`config.mk`:
```
export PLATFORM = sky130hd
export DESIGN_NAME = dda_line_rasterizer_flat
export DESIGN_NICKNAME = d
export VERILOG_FILES = /design/src/sv/dda_pkg.sv /design/src/sv/dda_cmd_if.sv /design/src/sv/dda_pixel_if.sv /design/src/sv/dda_ctrl.sv /design/src/sv/dda_datapath.sv /design/src/sv/dda_line_rasterizer.sv /design/src/flat_wrapper.sv
export SDC_FILE = /design/constraint.sdc
export NUM_CORES = 1
export LEC_CHECK = 0
export BUFFER_PORTS_ARGS = -buffer_cell sky130_fd_sc_hd__buf_4
export CAP_MARGIN = 40
export CORE_MARGIN = 4
export CORE_UTILIZATION = 68
export DETAILED_ROUTE_END_ITERATION = 7
export PLACE_DENSITY = 0.83
export SLEW_MARGIN = 20
export SYNTH_ARGS = -nofsm -noshare
export SYNTH_HDL_FRONTEND = slang
export SYNTH_HIERARCHICAL = 1
export SYNTH_SLANG_ARGS = --single-unit
```
`constraint.sdc`:
```
create_clock -name clk -period 8.62 [get_ports clk]
set_input_delay 0.431 -clock clk [delete_from_list [all_inputs] [get_ports clk]]
set_output_delay 0.431 -clock clk [all_outputs]
set_load 0.1 [all_outputs]
```
`src/sv/dda_pkg.sv`:
```
// ----------------------------------------------------------------------------
// dda_pkg
// Shared constants, opcodes and controller/datapath handshake types.
// ----------------------------------------------------------------------------
`default_nettype none

package dda_pkg;

    localparam int COORD_BITS_DEF = 10;
    localparam int FRAC_BITS_DEF  = 16;

    localparam logic OP_START   = 1'b0;
    localparam logic OP_ADVANCE = 1'b1;

    // Commands from the controller to the datapath.
    typedef struct packed {
        logic load_start;  // latch endpoints, deltas and the first pixel
        logic div_iter;    // one quotient bit on both axes
        logic div_first;   // integer quotient bit: compare without shift
        logic div_fix;     // apply delta signs to the quotients
        logic advance;     // add increments, emit next pixel
    } dda_cmd_t;

    // Status from the datapath to the controller.
    typedef struct packed {
        logic steps_zero;  // endpoints on the input beat coincide
        logic last_point;  // one pixel of the line remains
    } dda_stat_t;

endpackage

`default_nettype wire

```
`src/sv/dda_cmd_if.sv`:
```
// ----------------------------------------------------------------------------
// dda_cmd_if
// Input channel: start or advance beats with line endpoints.
// ----------------------------------------------------------------------------
`default_nettype none

interface dda_cmd_if
    import dda_pkg::*;
#(
    parameter int COORD_BITS = COORD_BITS_DEF
) ();

    logic                  valid;
    logic                  ready;
    logic                  op;
    logic [COORD_BITS-1:0] start_x;
    logic [COORD_BITS-1:0] start_y;
    logic [COORD_BITS-1:0] end_x;
    logic [COORD_BITS-1:0] end_y;

    modport source (
        output valid, op, start_x, start_y, end_x, end_y,
        input  ready
    );

    modport sink (
        input  valid, op, start_x, start_y, end_x, end_y,
        output ready
    );

endinterface

`default_nettype wire

```
`src/sv/dda_pixel_if.sv`:
```
// ----------------------------------------------------------------------------
// dda_pixel_if
// Output channel: one rasterized pixel per beat.
// ----------------------------------------------------------------------------
`default_nettype none

interface dda_pixel_if
    import dda_pkg::*;
#(
    parameter int COORD_BITS = COORD_BITS_DEF
) ();

    logic                  valid;
    logic                  ready;
    logic [COORD_BITS-1:0] pixel_x;
    logic [COORD_BITS-1:0] pixel_y;
    logic                  last;

    modport source (
        output valid, pixel_x, pixel_y, last,
        input  ready
    );

    modport sink (
        input  valid, pixel_x, pixel_y, last,
        output ready
    );

endinterface

`default_nettype wire

```
`src/sv/dda_ctrl.sv`:
```
// ----------------------------------------------------------------------------
// dda_ctrl
// Sequencer: handshakes, divider iteration count and line state.
// ----------------------------------------------------------------------------
`default_nettype none

module dda_ctrl
    import dda_pkg::*;
#(
    parameter int FRAC_BITS = FRAC_BITS_DEF
) (
    input  wire logic      clk,
    input  wire logic      rst_n,
    input  wire logic      in_valid,
    input  wire logic      in_op,
    output logic           in_ready,
    output logic           out_valid,
    input  wire logic      out_ready,
    output dda_cmd_t       cmd,
    input  wire dda_stat_t stat
);

    localparam int CNT_BITS = $clog2(FRAC_BITS + 1);

    typedef enum logic [3:0] {
        S_IDLE = 4'b0001,
        S_DIV  = 4'b0010,
        S_FIX  = 4'b0100,
        S_LINE = 4'b1000
    } state_t;

    state_t              state_reg, state_next;
    logic [CNT_BITS-1:0] cnt_reg, cnt_next;
    logic                out_valid_reg, out_valid_next;
    logic                accept;

    assign in_ready  = (state_reg != S_DIV) && (state_reg != S_FIX)
                    && (!out_valid_reg || out_ready);
    assign accept    = in_valid && in_ready;
    assign out_valid = out_valid_reg;

    always_comb
    begin
        cmd.load_start = accept && (in_op == OP_START);
        cmd.advance    = accept && (in_op == OP_ADVANCE) && (state_reg == S_LINE);
        cmd.div_iter   = (state_reg == S_DIV);
        cmd.div_first  = (state_reg == S_DIV) && (cnt_reg == '0);
        cmd.div_fix    = (state_reg == S_FIX);
    end

    always_comb
    begin
        state_next = state_reg;
        cnt_next   = cnt_reg;
        unique case (state_reg) inside
            S_IDLE, S_LINE:
            begin
                if (cmd.load_start)
                begin
                    cnt_next   = '0;
                    state_next = stat.steps_zero ? S_IDLE : S_DIV;
                end
                else if (cmd.advance && stat.last_point)
                begin
                    state_next = S_IDLE;
                end
            end
            S_DIV:
            begin
                cnt_next = cnt_reg + CNT_BITS'(1);
                if (cnt_reg == CNT_BITS'(FRAC_BITS))
                begin
                    state_next = S_FIX;
                end
            end
            S_FIX:
            begin
                state_next = S_LINE;
            end
            default:
            begin
                state_next = S_IDLE;
            end
        endcase
    end

    // Output beat pending: set on every emitted pixel, drop once taken.
    always_comb
    begin
        out_valid_next = out_valid_reg;
        if (out_ready)
        begin
            out_valid_next = 1'b0;
        end
        if (cmd.load_start || cmd.advance)
        begin
            out_valid_next = 1'b1;
        end
    end

    always_ff @(posedge clk or negedge rst_n)
    begin
        if (!rst_n)
        begin
            state_reg     <= S_IDLE;
            cnt_reg       <= '0;
            out_valid_reg <= 1'b0;
        end
        else
        begin
            state_reg     <= state_next;
            cnt_reg       <= cnt_next;
            out_valid_reg <= out_valid_next;
        end
    end

endmodule

`default_nettype wire

```
`src/sv/dda_datapath.sv`:
```
// ----------------------------------------------------------------------------
// dda_datapath
// Deltas, restoring divider lanes for both axes, accumulators, pixel register.
// ----------------------------------------------------------------------------
`default_nettype none

module dda_datapath
    import dda_pkg::*;
#(
    parameter int COORD_BITS = COORD_BITS_DEF,
    parameter int FRAC_BITS  = FRAC_BITS_DEF
) (
    input  wire logic                  clk,
    input  wire dda_cmd_t              cmd,
    output dda_stat_t                  stat,
    input  wire logic [COORD_BITS-1:0] start_x,
    input  wire logic [COORD_BITS-1:0] start_y,
    input  wire logic [COORD_BITS-1:0] end_x,
    input  wire logic [COORD_BITS-1:0] end_y,
    output logic      [COORD_BITS-1:0] pixel_x,
    output logic      [COORD_BITS-1:0] pixel_y,
    output logic                       last
);

    localparam int ACC_BITS  = COORD_BITS + 1 + FRAC_BITS;
    localparam int STEP_BITS = FRAC_BITS + 2;
    localparam int REM_BITS  = COORD_BITS + 1;
    localparam int EXT_BITS  = ACC_BITS - STEP_BITS;
    localparam logic [FRAC_BITS-1:0] HALF = {1'b1, {(FRAC_BITS-1){1'b0}}};

    // Accumulators carry a built-in +0.5 so that rounding is a bit select.
    logic [ACC_BITS-1:0]   x_acc_reg, y_acc_reg;
    logic [STEP_BITS-1:0]  x_step_reg, y_step_reg;
    logic [REM_BITS-1:0]   x_rem_reg, y_rem_reg;
    logic [FRAC_BITS:0]    x_quo_reg, y_quo_reg;
    logic                  x_neg_reg, y_neg_reg;
    logic [COORD_BITS-1:0] steps_reg, points_reg;
    logic [COORD_BITS-1:0] px_reg, py_reg;
    logic                  last_reg;

    logic                  x_neg, y_neg;
    logic [COORD_BITS-1:0] adx, ady, steps;
    logic [REM_BITS-1:0]   x_trial, y_trial, divisor;
    logic                  x_ge, y_ge;
    logic [STEP_BITS-1:0]  x_mag, y_mag;
    logic [ACC_BITS-1:0]   x_acc_sum, y_acc_sum;

    always_comb
    begin
        x_neg = end_x < start_x;
        y_neg = end_y < start_y;
        adx   = x_neg ? start_x - end_x : end_x - start_x;
        ady   = y_neg ? start_y - end_y : end_y - start_y;
        steps = (adx > ady) ? adx : ady;

        stat.steps_zero = (steps == '0);
        stat.last_point = (points_reg == COORD_BITS'(1));

        // The integer bit compares the raw remainder; fraction bits shift first.
        divisor = {1'b0, steps_reg};
        x_trial = cmd.div_first ? x_rem_reg : {x_rem_reg[REM_BITS-2:0], 1'b0};
        y_trial = cmd.div_first ? y_rem_reg : {y_rem_reg[REM_BITS-2:0], 1'b0};
        x_ge    = x_trial >= divisor;
        y_ge    = y_trial >= divisor;

        x_mag = {1'b0, x_quo_reg};
        y_mag = {1'b0, y_quo_reg};

        x_acc_sum = x_acc_reg + {{EXT_BITS{x_step_reg[STEP_BITS-1]}}, x_step_reg};
        y_acc_sum = y_acc_reg + {{EXT_BITS{y_step_reg[STEP_BITS-1]}}, y_step_reg};
    end

    always_ff @(posedge clk)
    begin
        if (cmd.load_start)
        begin
            x_acc_reg  <= {1'b0, start_x, HALF};
            y_acc_reg  <= {1'b0, start_y, HALF};
            x_rem_reg  <= {1'b0, adx};
            y_rem_reg  <= {1'b0, ady};
            x_neg_reg  <= x_neg;
            y_neg_reg  <= y_neg;
            steps_reg  <= steps;
            points_reg <= steps;
            px_reg     <= start_x;
            py_reg     <= start_y;
            last_reg   <= stat.steps_zero;
        end
        else if (cmd.div_iter)
        begin
            x_rem_reg <= x_ge ? x_trial - divisor : x_trial;
            y_rem_reg <= y_ge ? y_trial - divisor : y_trial;
            x_quo_reg <= {x_quo_reg[FRAC_BITS-1:0], x_ge};
            y_quo_reg <= {y_quo_reg[FRAC_BITS-1:0], y_ge};
        end
        else if (cmd.div_fix)
        begin
            x_step_reg <= x_neg_reg ? (~x_mag + STEP_BITS'(1)) : x_mag;
            y_step_reg <= y_neg_reg ? (~y_mag + STEP_BITS'(1)) : y_mag;
        end
        else if (cmd.advance)
        begin
            x_acc_reg  <= x_acc_sum;
            y_acc_reg  <= y_acc_sum;
            points_reg <= points_reg - COORD_BITS'(1);
            px_reg     <= x_acc_sum[FRAC_BITS +: COORD_BITS];
            py_reg     <= y_acc_sum[FRAC_BITS +: COORD_BITS];
            last_reg   <= stat.last_point;
        end
    end

    assign pixel_x = px_reg;
    assign pixel_y = py_reg;
    assign last    = last_reg;

endmodule

`default_nettype wire

```
`src/sv/dda_line_rasterizer.sv`:
```
// A pixel appears, registered, in the cycle after its start or advance beat is
// accepted. Advances go at one per cycle while the pixel output is not stalled;
// a start of nonzero length then holds cmd.ready low through S_DIV (one quotient
// bit per cycle) and S_FIX (signs applied).
// Reset (rst_n low, asynchronous): no line active, no pixel pending.
// ----------------------------------------------------------------------------
// dda_line_rasterizer
// DDA line rasterizer: start beats load endpoints, advance beats step pixels.
// ----------------------------------------------------------------------------
`default_nettype none

module dda_line_rasterizer
    import dda_pkg::*;
#(
    parameter int COORD_BITS = COORD_BITS_DEF,
    parameter int FRAC_BITS  = FRAC_BITS_DEF
) (
    input  wire logic  clk,
    input  wire logic  rst_n,
    dda_cmd_if.sink    cmd,
    dda_pixel_if.source pixel
);

    dda_cmd_t  ctl_cmd;
    dda_stat_t ctl_stat;

    dda_ctrl #(
        .FRAC_BITS (FRAC_BITS)
    ) u_ctrl (
        .clk       (clk),
        .rst_n     (rst_n),
        .in_valid  (cmd.valid),
        .in_op     (cmd.op),
        .in_ready  (cmd.ready),
        .out_valid (pixel.valid),
        .out_ready (pixel.ready),
        .cmd       (ctl_cmd),
        .stat      (ctl_stat)
    );

    dda_datapath #(
        .COORD_BITS (COORD_BITS),
        .FRAC_BITS  (FRAC_BITS)
    ) u_datapath (
        .clk     (clk),
        .cmd     (ctl_cmd),
        .stat    (ctl_stat),
        .start_x (cmd.start_x),
        .start_y (cmd.start_y),
        .end_x   (cmd.end_x),
        .end_y   (cmd.end_y),
        .pixel_x (pixel.pixel_x),
        .pixel_y (pixel.pixel_y),
        .last    (pixel.last)
    );

endmodule

`default_nettype wire

```
`src/flat_wrapper.sv`:
```
// flat-port wrapper written by rule: the top's interface ports become plain ports
module dda_line_rasterizer_flat import dda_pkg::*;
#(
    parameter int COORD_BITS = COORD_BITS_DEF,
    parameter int FRAC_BITS  = FRAC_BITS_DEF
)
  (clk, rst_n, cmd_valid, cmd_op, cmd_start_x, cmd_start_y, cmd_end_x, cmd_end_y, cmd_ready, pixel_valid, pixel_pixel_x, pixel_pixel_y, pixel_last, pixel_ready);
  dda_cmd_if #(.COORD_BITS(COORD_BITS)) cmd_i ();
  dda_pixel_if #(.COORD_BITS(COORD_BITS)) pixel_i ();
  input  wire logic clk;
  input  wire logic rst_n;
  input wire logic [$bits(cmd_i.valid)-1:0] cmd_valid;
  input wire logic [$bits(cmd_i.op)-1:0] cmd_op;
  input wire logic [$bits(cmd_i.start_x)-1:0] cmd_start_x;
  input wire logic [$bits(cmd_i.start_y)-1:0] cmd_start_y;
  input wire logic [$bits(cmd_i.end_x)-1:0] cmd_end_x;
  input wire logic [$bits(cmd_i.end_y)-1:0] cmd_end_y;
  output wire logic [$bits(cmd_i.ready)-1:0] cmd_ready;
  output wire logic [$bits(pixel_i.valid)-1:0] pixel_valid;
  output wire logic [$bits(pixel_i.pixel_x)-1:0] pixel_pixel_x;
  output wire logic [$bits(pixel_i.pixel_y)-1:0] pixel_pixel_y;
  output wire logic [$bits(pixel_i.last)-1:0] pixel_last;
  input wire logic [$bits(pixel_i.ready)-1:0] pixel_ready;
  assign cmd_i.valid = cmd_valid;
  assign cmd_i.op = cmd_op;
  assign cmd_i.start_x = cmd_start_x;
  assign cmd_i.start_y = cmd_start_y;
  assign cmd_i.end_x = cmd_end_x;
  assign cmd_i.end_y = cmd_end_y;
  assign cmd_ready = cmd_i.ready;
  assign pixel_valid = pixel_i.valid;
  assign pixel_pixel_x = pixel_i.pixel_x;
  assign pixel_pixel_y = pixel_i.pixel_y;
  assign pixel_last = pixel_i.last;
  assign pixel_i.ready = pixel_ready;
  dda_line_rasterizer #(.COORD_BITS(COORD_BITS), .FRAC_BITS(FRAC_BITS)) u_core (.clk(clk), .rst_n(rst_n), .cmd(cmd_i), .pixel(pixel_i));
endmodule
```
==> impl_metrics.env <==
export IMPL_status="finished, final reports clean"
export IMPL_cts_num_sinks=197
export IMPL_maxCapViolCount=0
export IMPL_slew_limit_headroom_pct=42.66
export IMPL_tightest_slew_ps=860.1
export IMPL_p_leak_nw=6.284
export IMPL_hold_start="cmd_start_y[8]"
export IMPL_worstPathRequired_ps=9000
export IMPL_drv_slew=0
export IMPL_final_cell_mix="153 x edfxtp_1, 141 x nand2_1, 124 x ha_1, 105 x a21oi_1"
export IMPL_post_dp_cell_area_sq_mm=0.01423
export IMPL_setup_tns_ps=0
export IMPL_final_common_cell="edfxtp_1"
export IMPL_wl_per_cell_um=18.01
export IMPL_synthArstFlopShare_pct=5.076
export IMPL_clockBufferDepth=2
export IMPL_cp_slowest_stage_delay_ps=450
export IMPL_drtIter0Drc=726
export IMPL_grt_antenna_before_repair=0
export IMPL_h_tree_depth=4
export IMPL_numCtsBuffers=17
export IMPL_nets=1600
export IMPL_crit_arrival_ps=5840
export IMPL_synth_warnings=6
export IMPL_dp_final_hpwl_mm=22.31
export IMPL_first_pass_iters=5
export IMPL_cts_hold_buf=1
export IMPL_period_needed_ps=5455
export IMPL_port_buffers=67
export IMPL_critical_path_cell_chain="buf_4 > inv_1 > ha_1 > inv_1 > fa_1 > a21o_1 > a221oi_2 > o21ai_2 > mux2_2 > a221o_1 > a31oi_1 > xnor2_1 > inv_1 > ha_1 > nand4_1 > or3_1 > a31oi_1 > inv_1 > mux2i_1 > inv_1 > nor4_1 > and3_1 > o211a_1"
export IMPL_track_usage_pct=27.67
export IMPL_clk_latency_ps=430
export IMPL_critPathCaptureType="register"
export IMPL_rr_endpoint="u_core/u_datapath/x_rem_reg[7]"
export IMPL_setup_violations_final=0
export IMPL_worstHoldPathType="in -> reg"
export IMPL_grt_max_degree=82
export IMPL_n_antenna_cell=0
export IMPL_pin_count=68
export IMPL_ir_drop_mv=0.1250
export IMPL_clk_pin_slew_ps=80
export IMPL_avgViaCountPerCell=6.153
export IMPL_rsz0062_at_grt="false"
export IMPL_hold_end="u_core/u_datapath/pixel_y[8]"
export IMPL_min_period_over_period_pct=63.29
export IMPL_drt_wl_total_mm=30.64
export IMPL_syn_nets=1536
export IMPL_startpoint_type="input pin"
export IMPL_crit_type="in -> reg"
export IMPL_rows=51
export IMPL_r2r_cells=18
export IMPL_grt_pass1_vias=10127
export IMPL_die_w_um=148.6
export IMPL_postRouteAntennaNets=0
export IMPL_seq_area_frac_synth_pct=41.10
export IMPL_netlist_area_sq_mm=0.01345
export IMPL_coreArea_sq_mm=0.01946
export IMPL_post_cts_buffers=0
export IMPL_r2r_slack_ps=3700
export IMPL_power_density_mw_per_mm2=190.0
export IMPL_crit_top_cell="inv_1"
export IMPL_cp_max_fo=14
export IMPL_holdWs_ps=323.1
export IMPL_critPathSlowestCell="nor4_1"
export IMPL_clock_fmax_mhz=183.3
export IMPL_place_gp_congestion=0.9378
export IMPL_initial_core_util_pct=69.08
export IMPL_grt_pass1_wl_mm=49.07
export IMPL_synth_cell_types=76
export IMPL_synth_enable_flop_cells=153
export IMPL_avgSynthCellArea_sq_um=9.894
export IMPL_drive_above_1_share_pct=11.28
export IMPL_drc=0
export IMPL_hold_depth=3
export IMPL_grt_overflow_total=0
export IMPL_cts_resized=0
export IMPL_syn_inst=1359
export IMPL_area_growth_pct=10.59
export IMPL_vias=10466
export IMPL_root_buffer="clkbuf_16"
export IMPL_dieArea_sq_mm=0.02209
export IMPL_ys_ff_latch=197
export IMPL_die_height_um=148.6
export IMPL_cts_tree="built"
export IMPL_fin_worst_skew_ps=11.85
export IMPL_ys_flop_type="edfxtp_1"
export IMPL_postLayoutCellArea_sq_mm=0.01487
export IMPL_r2r_start="u_core/u_ctrl/state_reg[0]"
export IMPL_hold_viol=0
-- layer usage --
layer | vias up | GRT usage [%] | share of wire, %
met5 | - | 0 | 0
met3 | 58 | 4.662 | 6.2
met2 | 378 | 46.76 | 48
met1 | 4973 | 36.07 | 42
met4 | 0 | 10.07 | 3.1
li1 | 5057 | - | -
-- metrics by stage --
stage	power (mW)	setup WS (ps)	instances	util, %
3_3_place_gp	1.988	2880	1666	73.10
5_1_grt	2.962	2801	1701	76.40
6_report	2.825	3165	1701	76.40
2_1_floorplan	1.802	3734	1359	-
3_5_place_dp	2.013	2813	1667	73.13
4_1_cts	2.822	3245	1700	76.32
-- how the worst max path moves through the flow --
stage	start	to	slack, ps	cells past startpoint
CTS	cmd_end_y[0]	u_core/u_ctrl/state_reg[0]	3240	23
finish	cmd_end_y[0]	u_core/u_ctrl/state_reg[0]	3160	23
floorplan	cmd_end_y[0]	u_core/u_ctrl/state_reg[0]	3730	23
global placement	cmd_start_x[5]	u_core/u_ctrl/state_reg[0]	2880	20
global route	cmd_end_y[0]	u_core/u_ctrl/state_reg[0]	2800	23
detailed placement	cmd_end_y[0]	u_core/u_ctrl/state_reg[0]	2810	23
-- power by group --
| part | internal (mW) | switching [mW] |
|---|---|---|
| Combinational | 0.339 | 0.529 |
| Sequential | 1.11 | 0.0348 |
| Clock | 0.418 | 0.389 |
| Total | 1.87 | 0.953 |
-- synth_stat cells, drive strengths merged (12+ instances only) --
library cell | count | share of area, %
o21ai | 103 | 3.9
nor2 | 70 | 2.0
nand2b | 17 | 0.79
nand3 | 12 | 0.45
edfxtp | 153 | 34
nand2 | 142 | 4.0
clkbuf | 26 | 0.73
o31ai | 18 | 1.0
a211oi | 13 | 0.73
nor2b | 16 | 0.74
nand4 | 13 | 0.60
a21o | 42 | 2.4
nor3 | 22 | 0.82
mux2i | 45 | 3.4
or3 | 14 | 0.65
xnor2 | 70 | 4.6
dfxtp | 34 | 5.1
and3 | 12 | 0.56
ha | 124 | 12
mux2 | 27 | 2.3
inv | 99 | 2.8
xor2 | 38 | 2.5
o21a | 18 | 1.0
a21oi | 106 | 4.0
-- critical path, delay by kind of cell --
family / cells / cell delay (ps)
AO/OA/AOI/OAI: 7 / 1730
XOR/XNOR: 1 / 240
adder cells (fa/ha/maj): 3 / 840
buffers and inverters: 6 / 750
multiplexers: 2 / 620
AND/OR/NAND/NOR: 4 / 1210
-- kinds of logic after synthesis --
family | Yosys count | share of synthesized area [%]
buffers and inverters | 133 | 3.769
flip-flops | 197 | 41.10
AND/OR/NAND/NOR | 354 | 12.48
XOR/XNOR | 108 | 7.035
adder cells (fa/ha/maj) | 132 | 12.73
AO/OA/AOI/OAI | 363 | 17.24
multiplexers | 72 | 5.639
-- cell type report --
class                      instances  area [sq um]
timing repair buffer              78         595.6
fill                            1367          4593
clock buffer                      17         425.4
sequential                       197          5527
multi-input combinational       1029          7430
inverter                         100         375.4
tap                              265         331.6
clock inverter                    15         185.2
(Power assumes the default switching activity.)
